[src/rtl/core/brc_pkg.sv]
// ============================================================================
// brc_pkg
// Shared types and constants of the balance robot cascade controller:
// register indexes, reset values, step codes and controller interface.
// ============================================================================
package brc_pkg;

    localparam int A_W = 26;
    localparam int G_W = 28;
    localparam int P_W = A_W + G_W;

    typedef enum logic [2:0] {
        CFG_MODE         = 3'd0,
        CFG_ANGLE_TARGET = 3'd1,
        CFG_ANGLE_P      = 3'd2,
        CFG_ANGLE_D      = 3'd3,
        CFG_SPEED_P      = 3'd4,
        CFG_SPEED_I      = 3'd5,
        CFG_TURN_P       = 3'd6,
        CFG_TURN_D       = 3'd7
    } t_cfg_idx;

    typedef enum logic [2:0] {
        STEP_ANG_P = 3'd0,
        STEP_ANG_D = 3'd1,
        STEP_FILT  = 3'd2,
        STEP_SPD_P = 3'd3,
        STEP_SPD_I = 3'd4,
        STEP_TRN_P = 3'd5,
        STEP_TRN_D = 3'd6
    } t_step;

    typedef enum logic [1:0] {
        SH_16 = 2'd0,
        SH_22 = 2'd1,
        SH_24 = 2'd2
    } t_shift;

    typedef struct packed {
        logic  load;
        logic  mul;
        logic  acc;
        logic  mix;
        t_step step;
    } t_brc_cmd;

    typedef struct packed {
        logic out_free;
    } t_brc_stat;

    localparam logic              RST_MODE         = 1'b0;
    localparam logic signed [16:0] RST_ANGLE_TARGET = 17'sd640;
    localparam logic signed [27:0] RST_ANGLE_P      = -28'sd13107200;
    localparam logic signed [27:0] RST_ANGLE_D      = -28'sd26214;
    localparam logic signed [27:0] RST_SPEED_P      = -28'sd3276800;
    localparam logic signed [27:0] RST_SPEED_I      = -28'sd16384;
    localparam logic signed [27:0] RST_TURN_P       = 28'sd655360;
    localparam logic signed [27:0] RST_TURN_D       = 28'sd0;

    localparam logic signed [16:0] TILT_LIMIT  = 17'sd10240;
    localparam logic signed [18:0] INTEG_LIMIT = 19'sd10000;
    localparam logic signed [19:0] DEAD_OFFSET = 20'sd200;
    // ceil(2^22 / 5): exact quotient by five for magnitudes below 2^22
    localparam logic signed [27:0] DIV5_MUL    = 28'sd838861;

endpackage

[src/rtl/core/brc_mul.sv]
// ============================================================================
// brc_mul
// Shared signed multiplier with registered product, followed by a scale
// stage that truncates toward zero and saturates to 16 bits.
// ============================================================================
module brc_mul
    import brc_pkg::*;
(
    input  logic                  i_clk,
    input  logic                  i_en,
    input  logic signed [A_W-1:0] i_a,
    input  logic signed [G_W-1:0] i_g,
    input  t_shift                i_shift,
    output logic signed [15:0]    o_term
);

    logic signed [P_W-1:0] r_prod;
    t_shift                r_shift;
    logic signed [P_W-1:0] prod;
    logic signed [P_W-1:0] bias;
    logic signed [P_W-1:0] adj;
    logic signed [P_W-1:0] q;

    assign prod = i_a * i_g;

    always_ff @(posedge i_clk) begin
        if (i_en) begin
            r_prod  <= prod;
            r_shift <= i_shift;
        end
    end

    always_comb begin
        unique case (r_shift)
            SH_16:   bias = r_prod[P_W-1] ? P_W'(65535)    : '0;
            SH_22:   bias = r_prod[P_W-1] ? P_W'(4194303)  : '0;
            SH_24:   bias = r_prod[P_W-1] ? P_W'(16777215) : '0;
            default: bias = '0;
        endcase
        adj = r_prod + bias;
        unique case (r_shift)
            SH_16:   q = adj >>> 16;
            SH_22:   q = adj >>> 22;
            SH_24:   q = adj >>> 24;
            default: q = adj;
        endcase
        if (q > P_W'(32767)) begin
            o_term = 16'sh7fff;
        end else if (q < -P_W'(32768)) begin
            o_term = -16'sh8000;
        end else begin
            o_term = q[15:0];
        end
    end

endmodule

[src/rtl/core/brc_ctrl.sv]
// ============================================================================
// brc_ctrl
// Sequencer: takes an item, runs seven multiply and accumulate passes,
// then mixes into the output register once it is free.
// ============================================================================
module brc_ctrl
    import brc_pkg::*;
(
    input  logic      i_clk,
    input  logic      i_rst_n,
    input  logic      i_in_valid,
    output logic      o_in_ready,
    input  t_brc_stat i_stat,
    output t_brc_cmd  o_cmd
);

    typedef enum logic [1:0] {
        ST_IDLE,
        ST_MUL,
        ST_ACC,
        ST_MIX
    } t_state;

    t_state r_state;
    t_step  r_step;
    logic   r_in_ready;

    always_ff @(posedge i_clk) begin
        if (!i_rst_n) begin
            r_state    <= ST_IDLE;
            r_step     <= STEP_ANG_P;
            r_in_ready <= 1'b1;
        end else begin
            unique case (r_state)
                ST_IDLE: begin
                    if (i_in_valid) begin
                        r_state    <= ST_MUL;
                        r_step     <= STEP_ANG_P;
                        r_in_ready <= 1'b0;
                    end
                end
                ST_MUL: begin
                    r_state <= ST_ACC;
                end
                ST_ACC: begin
                    if (r_step == STEP_TRN_D) begin
                        r_state <= ST_MIX;
                    end else begin
                        r_step  <= t_step'(r_step + 3'd1);
                        r_state <= ST_MUL;
                    end
                end
                ST_MIX: begin
                    if (i_stat.out_free) begin
                        r_state    <= ST_IDLE;
                        r_in_ready <= 1'b1;
                    end
                end
                default: r_state <= ST_IDLE;
            endcase
        end
    end

    assign o_in_ready  = r_in_ready;
    assign o_cmd.load  = r_in_ready & i_in_valid;
    assign o_cmd.mul   = (r_state == ST_MUL);
    assign o_cmd.acc   = (r_state == ST_ACC);
    assign o_cmd.mix   = (r_state == ST_MIX) & i_stat.out_free;
    assign o_cmd.step  = r_step;

endmodule

[src/rtl/core/brc_datapath.sv]
// ============================================================================
// brc_datapath
// Configuration registers, loop state, operand selection for the shared
// multiplier, loop accumulators, output mixing and the output register.
// ============================================================================
module brc_datapath
    import brc_pkg::*;
(
    input  logic               i_clk,
    input  logic               i_rst_n,
    input  t_brc_cmd           i_cmd,
    output t_brc_stat          o_stat,
    input  logic               i_cfg_valid,
    input  logic [2:0]         i_cfg_index,
    input  logic [27:0]        i_cfg_data,
    input  logic signed [16:0] i_tilt_angle,
    input  logic signed [15:0] i_pitch_rate,
    input  logic signed [15:0] i_yaw_rate,
    input  logic signed [15:0] i_left_count,
    input  logic signed [15:0] i_right_count,
    input  logic signed [15:0] i_speed_target,
    input  logic signed [15:0] i_turn_target,
    output logic               o_out_valid,
    input  logic               i_out_ready,
    output logic signed [17:0] o_left_drive,
    output logic signed [17:0] o_right_drive,
    output logic               o_tipped_over
);

    function automatic logic signed [17:0] offset_drive(input logic signed [18:0] v);
        logic signed [19:0] w;
        w = (v > 19'sd0) ? (20'(v) + DEAD_OFFSET) : (20'(v) - DEAD_OFFSET);
        if (w > 20'sd131071) begin
            return 18'sh1ffff;
        end else if (w < -20'sd131072) begin
            return -18'sh20000;
        end
        return w[17:0];
    endfunction

    logic               r_mode;
    logic signed [16:0] r_angle_target;
    logic signed [27:0] r_angle_p;
    logic signed [27:0] r_angle_d;
    logic signed [27:0] r_speed_p;
    logic signed [27:0] r_speed_i;
    logic signed [27:0] r_turn_p;
    logic signed [27:0] r_turn_d;

    logic signed [15:0] r_filt;
    logic signed [14:0] r_integ;
    logic signed [16:0] r_last;

    logic signed [A_W-1:0] r_err;
    logic signed [18:0]    r_fx;
    logic signed [15:0]    r_pitch;
    logic signed [15:0]    r_yaw;
    logic signed [15:0]    r_turn_tgt;
    logic                  r_tipped;

    logic signed [16:0] r_angle;
    logic signed [16:0] r_speed;
    logic signed [16:0] r_turn;

    logic               r_out_valid;
    logic signed [17:0] r_left;
    logic signed [17:0] r_right;
    logic               r_tip_out;

    logic                  tipped_in;
    logic signed [A_W-1:0] last_sh;
    logic signed [A_W-1:0] err_in;
    logic signed [17:0]    e_in;
    logic signed [18:0]    fx_in;
    logic signed [18:0]    integ_sum;
    logic signed [14:0]    integ_in;
    logic signed [A_W-1:0] mul_a;
    logic signed [G_W-1:0] mul_g;
    t_shift                mul_sh;
    logic signed [15:0]    term;
    logic signed [16:0]    term_ext;
    logic signed [18:0]    left_mix;
    logic signed [18:0]    right_mix;

    // load: error terms and the new integral
    always_comb begin
        tipped_in = (i_tilt_angle > TILT_LIMIT) || (i_tilt_angle < -TILT_LIMIT);
        last_sh   = {r_last[16], r_last, 8'd0};
        err_in    = A_W'(r_angle_target) - A_W'(i_tilt_angle) + (r_mode ? last_sh : '0);
        e_in      = 18'(i_speed_target) - (18'(i_left_count) + 18'(i_right_count));
        fx_in     = 19'(e_in) + (19'(r_filt) <<< 2);
        integ_sum = 19'(r_integ) + 19'(e_in);
        if (tipped_in) begin
            integ_in = '0;
        end else if (integ_sum > INTEG_LIMIT) begin
            integ_in = 15'(INTEG_LIMIT);
        end else if (integ_sum < -INTEG_LIMIT) begin
            integ_in = 15'(-INTEG_LIMIT);
        end else begin
            integ_in = integ_sum[14:0];
        end
    end

    // operand select
    always_comb begin
        unique case (i_cmd.step)
            STEP_ANG_P: begin
                mul_a = r_err;              mul_g = r_angle_p; mul_sh = SH_24;
            end
            STEP_ANG_D: begin
                mul_a = A_W'(r_pitch);      mul_g = r_angle_d; mul_sh = SH_16;
            end
            STEP_FILT: begin
                mul_a = A_W'(r_fx);         mul_g = DIV5_MUL;  mul_sh = SH_22;
            end
            STEP_SPD_P: begin
                mul_a = A_W'(r_filt);       mul_g = r_speed_p; mul_sh = SH_16;
            end
            STEP_SPD_I: begin
                mul_a = A_W'(r_integ);      mul_g = r_speed_i; mul_sh = SH_16;
            end
            STEP_TRN_P: begin
                mul_a = A_W'(r_turn_tgt);   mul_g = r_turn_p;  mul_sh = SH_16;
            end
            STEP_TRN_D: begin
                mul_a = A_W'(r_yaw);        mul_g = r_turn_d;  mul_sh = SH_16;
            end
            default: begin
                mul_a = '0;                 mul_g = '0;        mul_sh = SH_16;
            end
        endcase
    end

    brc_mul u_mul (
        .i_clk   (i_clk),
        .i_en    (i_cmd.mul),
        .i_a     (mul_a),
        .i_g     (mul_g),
        .i_shift (mul_sh),
        .o_term  (term)
    );

    assign term_ext  = 17'(term);
    assign left_mix  = 19'(r_angle) - 19'(r_turn) + (r_mode ? 19'sd0 : 19'(r_speed));
    assign right_mix = 19'(r_angle) + 19'(r_turn) + (r_mode ? 19'sd0 : 19'(r_speed));

    // configuration and loop state
    always_ff @(posedge i_clk) begin
        if (!i_rst_n) begin
            r_mode         <= RST_MODE;
            r_angle_target <= RST_ANGLE_TARGET;
            r_angle_p      <= RST_ANGLE_P;
            r_angle_d      <= RST_ANGLE_D;
            r_speed_p      <= RST_SPEED_P;
            r_speed_i      <= RST_SPEED_I;
            r_turn_p       <= RST_TURN_P;
            r_turn_d       <= RST_TURN_D;
            r_filt         <= '0;
            r_integ        <= '0;
            r_last         <= '0;
            r_out_valid    <= 1'b0;
        end else begin
            if (i_cfg_valid) begin
                unique case (t_cfg_idx'(i_cfg_index))
                    CFG_MODE:         r_mode         <= i_cfg_data[0];
                    CFG_ANGLE_TARGET: r_angle_target <= i_cfg_data[16:0];
                    CFG_ANGLE_P:      r_angle_p      <= i_cfg_data;
                    CFG_ANGLE_D:      r_angle_d      <= i_cfg_data;
                    CFG_SPEED_P:      r_speed_p      <= i_cfg_data;
                    CFG_SPEED_I:      r_speed_i      <= i_cfg_data;
                    CFG_TURN_P:       r_turn_p       <= i_cfg_data;
                    CFG_TURN_D:       r_turn_d       <= i_cfg_data;
                    default:          r_mode         <= r_mode;
                endcase
            end
            if (i_cmd.load) begin
                r_integ <= integ_in;
            end
            if (i_cmd.acc && (i_cmd.step == STEP_FILT)) begin
                r_filt <= term;
            end
            if (i_cmd.mix) begin
                r_last      <= r_speed;
                r_out_valid <= 1'b1;
            end else if (i_out_ready) begin
                r_out_valid <= 1'b0;
            end
        end
    end

    // item capture, accumulators and output register
    always_ff @(posedge i_clk) begin
        if (i_cmd.load) begin
            r_err      <= err_in;
            r_fx       <= fx_in;
            r_pitch    <= i_pitch_rate;
            r_yaw      <= i_yaw_rate;
            r_turn_tgt <= i_turn_target;
            r_tipped   <= tipped_in;
        end
        if (i_cmd.acc) begin
            unique case (i_cmd.step)
                STEP_ANG_P: r_angle <= term_ext;
                STEP_ANG_D: r_angle <= r_angle + term_ext;
                STEP_FILT:  r_speed <= r_speed;
                STEP_SPD_P: r_speed <= term_ext;
                STEP_SPD_I: r_speed <= r_speed + term_ext;
                STEP_TRN_P: r_turn  <= term_ext;
                STEP_TRN_D: r_turn  <= r_turn + term_ext;
                default:    r_turn  <= r_turn;
            endcase
        end
        if (i_cmd.mix) begin
            r_left    <= r_tipped ? 18'sd0 : offset_drive(left_mix);
            r_right   <= r_tipped ? 18'sd0 : offset_drive(right_mix);
            r_tip_out <= r_tipped;
        end
    end

    assign o_stat.out_free = !r_out_valid || i_out_ready;
    assign o_out_valid     = r_out_valid;
    assign o_left_drive    = r_left;
    assign o_right_drive   = r_right;
    assign o_tipped_over   = r_tip_out;

endmodule

[src/rtl/core/balance_robot_cascade_controller.sv]
// Each item is loaded, then taken through seven passes of the single shared
// multiplier, each a multiply state and an accumulate state, and then mixed;
// no new item is taken until the mix, which waits for a free output register.
// A finished result waits in the output register while the next item is taken.
// Reset (i_rst_n low, synchronous) restores register defaults and clears the
// speed filter, integral and last speed output.
// ============================================================================
// balance_robot_cascade_controller
// Angle PD, speed PI and turn PD cascade for a two-wheel balancing robot,
// built as a sequencer driving a shared multiply and scale datapath.
// ============================================================================
module balance_robot_cascade_controller
    import brc_pkg::*;
(
    input  logic               i_clk,
    input  logic               i_rst_n,
    input  logic               i_in_valid,
    output logic               o_in_ready,
    input  logic signed [16:0] i_tilt_angle,
    input  logic signed [15:0] i_pitch_rate,
    input  logic signed [15:0] i_yaw_rate,
    input  logic signed [15:0] i_left_count,
    input  logic signed [15:0] i_right_count,
    input  logic signed [15:0] i_speed_target,
    input  logic signed [15:0] i_turn_target,
    output logic               o_out_valid,
    input  logic               i_out_ready,
    output logic signed [17:0] o_left_drive,
    output logic signed [17:0] o_right_drive,
    output logic               o_tipped_over,
    input  logic               i_cfg_valid,
    output logic               o_cfg_ready,
    input  logic [2:0]         i_cfg_index,
    input  logic [27:0]        i_cfg_data
);

    t_brc_cmd  cmd;
    t_brc_stat stat;

    assign o_cfg_ready = 1'b1;

    brc_ctrl u_ctrl (
        .i_clk      (i_clk),
        .i_rst_n    (i_rst_n),
        .i_in_valid (i_in_valid),
        .o_in_ready (o_in_ready),
        .i_stat     (stat),
        .o_cmd      (cmd)
    );

    brc_datapath u_dp (
        .i_clk          (i_clk),
        .i_rst_n        (i_rst_n),
        .i_cmd          (cmd),
        .o_stat         (stat),
        .i_cfg_valid    (i_cfg_valid),
        .i_cfg_index    (i_cfg_index),
        .i_cfg_data     (i_cfg_data),
        .i_tilt_angle   (i_tilt_angle),
        .i_pitch_rate   (i_pitch_rate),
        .i_yaw_rate     (i_yaw_rate),
        .i_left_count   (i_left_count),
        .i_right_count  (i_right_count),
        .i_speed_target (i_speed_target),
        .i_turn_target  (i_turn_target),
        .o_out_valid    (o_out_valid),
        .i_out_ready    (i_out_ready),
        .o_left_drive   (o_left_drive),
        .o_right_drive  (o_right_drive),
        .o_tipped_over  (o_tipped_over)
    );

    a_tip_zero: assert property (@(posedge i_clk) disable iff (!i_rst_n)
        o_out_valid && o_tipped_over |-> o_left_drive == 18'sd0 && o_right_drive == 18'sd0)
        else $error("tipped result carries nonzero drive");

    a_drive_nonzero: assert property (@(posedge i_clk) disable iff (!i_rst_n)
        o_out_valid && !o_tipped_over |-> o_left_drive != 18'sd0 && o_right_drive != 18'sd0)
        else $error("upright result carries zero drive");

    a_busy_after_take: assert property (@(posedge i_clk) disable iff (!i_rst_n)
        i_in_valid && o_in_ready |=> !o_in_ready)
        else $error("item taken while previous item still in work");

    a_cmd_excl: assert property (@(posedge i_clk) disable iff (!i_rst_n)
        $onehot0({cmd.load, cmd.mul, cmd.acc, cmd.mix}))
        else $error("overlapping datapath commands");

endmodule

[config.mk]
export PLATFORM = sky130hd
export DESIGN_NAME = balance_robot_cascade_controller
export DESIGN_NICKNAME = d
export VERILOG_FILES = /design/src/rtl/core/brc_pkg.sv /design/src/rtl/core/brc_mul.sv /design/src/rtl/core/brc_ctrl.sv /design/src/rtl/core/brc_datapath.sv /design/src/rtl/core/balance_robot_cascade_controller.sv
export SDC_FILE = /design/constraint.sdc
export NUM_CORES = 2
export LEC_CHECK = 0
export BUFFER_PORTS_ARGS = -buffer_cell sky130_fd_sc_hd__clkbuf_2
export CAP_MARGIN = 10
export CELL_PAD_IN_SITES_DETAIL_PLACEMENT = 2
export CELL_PAD_IN_SITES_GLOBAL_PLACEMENT = 2
export CORE_UTILIZATION = 30
export DETAILED_ROUTE_END_ITERATION = 8
export GPL_TIMING_DRIVEN = 0
export MAX_ROUTING_LAYER = met4
export PLACE_DENSITY_LB_ADDON = 0.25
export SYNTH_ARGS = -nofsm -noshare
export SYNTH_HDL_FRONTEND = slang
export SYNTH_SLANG_ARGS = --single-unit
[constraint.sdc]
create_clock -name i_clk -period 26.1 [get_ports i_clk]
set_input_delay 7.83 -clock i_clk [delete_from_list [all_inputs] [get_ports i_clk]]
set_output_delay 7.83 -clock i_clk [all_outputs]
set_load 0.005 [all_outputs]
==> impl_metrics.yaml <==
clock_network:
  numCtsBuffers: 60
  cts_tree: "built"
  path_clk_slew_ps: 60
  ctsHoldBuffers: 0
  post_cts_resize_count: 0
  ctsHtreeMaxLevel: 2
  cts_buffer_depth: 3
  clk_latency_ps: 730
  cts_setup_buffers: 0
  clock_sinks: 479
  clockRootBuffer: "clkbuf_16"
worst_setup_path:
  end_kind: "flop"
  cp_data_required_time_ps: 26420
  path_max_fanout: 10
  critPathMaxStageDelay_ps: 830
  start_kind: "flop"
  slowest_stage: "clkbuf_1"
  path_class: "reg -> reg"
  path_common_cell: "fa_1"
  cp.arrival_ps: 15330
route:
  drtIter0Drc: 2684
  drc: 0
  drtAntennaViolNets: 0
  via_per_inst: 5.206
  wl_per_cell_um: 25.86
  dr_total_vias: 48020
  routed_wl_um: 238500
  first_pass_iters: 8
yosys:
  syn_inst: 6394
  synth.distinct_cells: 100
  syn-num-nets: 7738
  synth_ff_type: "dfxtp_1"
  yosys_warnings: 0
  yosysSeqAreaShare_pct: 20.88
  async_flop_share_pct: 0
  synth_edf_count: 238
  synth-seq-cells: 479
  netlist_area_sq_um: 57340
  syn_area_per_cell_sq_um: 8.968
global_routing:
  grt_pass1_vias: 54150
  grt_antenna_before_repair: 17
  grt_pass1_wl_um: 356500
  track_usage_pct: 25.54
  overflow: 0
  grt_max_degree: 53
run:
  drv_cap: 0
sta:
  setup_violations: 0
  rsz0062_at_grt: "no"
  max_slew_margin_pct: -0.05553
  tightest_slew_ps: 1501
  final-max-slew-violation-count: 7
  clock.fmax_mhz: 66.63
  period_needed_ps: 15010
  hold_viol: 0
  fin_crit_sh_pct: 57.50
  tns_ps: 0
  skew_ps: 70.11
run_status:
  violations: "max-slew violations"
  status: "complete, but fails checks"
final_layout:
  regArea_sq_um: 11970
  multi_input_area_sq_um: 40730
  syn_to_final_growth_pct: 11.51
  n_fill_cell: 21320
  layout.nets: 8002
  final_common_cell: "nand2_1"
  final_cell_area_sq_um: 63950
  drive_above_1_share_pct: 6.409
  mostFrequentLayoutCells: "nand2_1, inv_1, fa_1"
placed_design:
  dp_hpwl_um: 199800
  io_buffers: 181
  dpl-instance-area_sq_um: 61740
  gp_congestion: 0.9481
floorplanning:
  start_util_pct: 30.18
  rows: 160
  dieArea_sq_um: 192900
  die_h_um: 439.2
  io_pins: 189
  dieWidth_um: 439.2
  core_area_sq_um: 190000
min_path:
  hold_path.class: "reg -> reg"
==> stage by stage <==
| stage | setup WS, ps | instances | util (%) | hold WS, ps |
|---|---|---|---|---|
| detailed placement | 11330 | 9106 | 32.50 | 455.5 |
| CTS | 11190 | 9219 | 33.64 | 469.6 |
| global route | 10690 | 9220 | 33.65 | 488.9 |
| floorplan | 13530 | 6394 | - | 434.9 |
| finish | 11090 | 9224 | 33.66 | 466.5 |
| global placement | 10800 | 9086 | 32.31 | 444.5 |
==> path summary, 6_finish.rpt <==
path	cells after the start	start	end	slack, ps
worst max register to register	35	u_ctrl.r_step[2]	u_dp.u_mul.r_prod[53]	11090
worst min register to register	2	u_dp.r_turn_p[16]	u_dp.r_turn_p[16]	470
worst max-delay path	35	u_ctrl.r_step[2]	u_dp.u_mul.r_prod[53]	11090
worst min-delay path	2	u_dp.r_turn_p[16]	u_dp.r_turn_p[16]	470
==> sequential cells by signal, indices dropped and copies added (netlist names), 3 cells and up <==
name,cells
u_ctrl.r_step,3
u_dp.o_left_drive,18
u_dp.o_right_drive,18
u_dp.r_angle,17
u_dp.r_angle_d,28
u_dp.r_angle_p,28
u_dp.r_angle_target,17
u_dp.r_err,26
u_dp.r_filt,16
u_dp.r_fx,19
u_dp.r_integ,15
u_dp.r_last,17
u_dp.r_pitch,16
u_dp.r_speed,17
u_dp.r_speed_i,28
u_dp.r_speed_p,28
u_dp.r_turn,17
u_dp.r_turn_d,28
u_dp.r_turn_p,28
u_dp.r_turn_tgt,16
u_dp.r_yaw,16
u_dp.u_mul.r_prod,54
==> cell usage after synthesis (all sizes together), types with 42 or more instances <==
library cell / count / area share, %
nand2: 1173 / 7.8
inv: 965 / 6.3
fa: 820 / 29
ha: 375 / 8.2
nor2: 370 / 2.4
clkbuf: 243 / 1.6
dfxtp: 241 / 8.4
edfxtp: 238 / 12
a21oi: 223 / 2.0
o21ai: 185 / 1.6
a21boi: 184 / 2.4
xnor2: 173 / 2.7
nand3: 132 / 1.2
xor2: 89 / 1.4
a22oi: 78 / 1.0
a21o: 72 / 0.94
nor3: 67 / 0.59
nand2b: 62 / 0.68
and2: 61 / 0.67
o21bai: 42 / 0.56
==> layout make-up <==
type | count | area share [%]
multi-input combinational | 4665 | 63.69
sequential | 479 | 18.72
inverter | 966 | 5.674
tap | 2511 | 4.913
clock buffer | 89 | 2.955
timing repair buffer | 202 | 1.863
buffer | 284 | 1.728
clock inverter | 24 | 0.4363
antenna | 4 | 0.01565
==> logic make-up after synthesis <==
family	after synthesis	synth area share, %
simple gates	2047	15.51
buf+inv	1250	8.246
fa+ha+maj	1195	36.81
compound gates	1116	13.52
flops	479	20.88
xor+xnor	262	4.015
mux	44	1.023
other cells	1	0.006540
==> critical path, delay by kind of cell (launching register included) <==
kind                       cells  cell delay, ps
buffers and inverters          8            4320
adders and majority gates      9            4190
AOI/OAI and AO/OA             12            3510
and+or+nand+nor                5            1760
xor gates and xnor gates       1             460
DFF                            1             310
==> layer usage <==
layer  up-vias  global-route usage, %  share of wire [%]
li1      21350                      -                  -
met5         -                      -                  0
met3       271                  2.275                3.9
met4         0                  6.778                3.0
met1     25430                  32.17                 44
met2       967                  43.70                 49
Power is not shown: default switching activity piles up to over one toggle a cycle in this logic, so the estimate is an artifact.
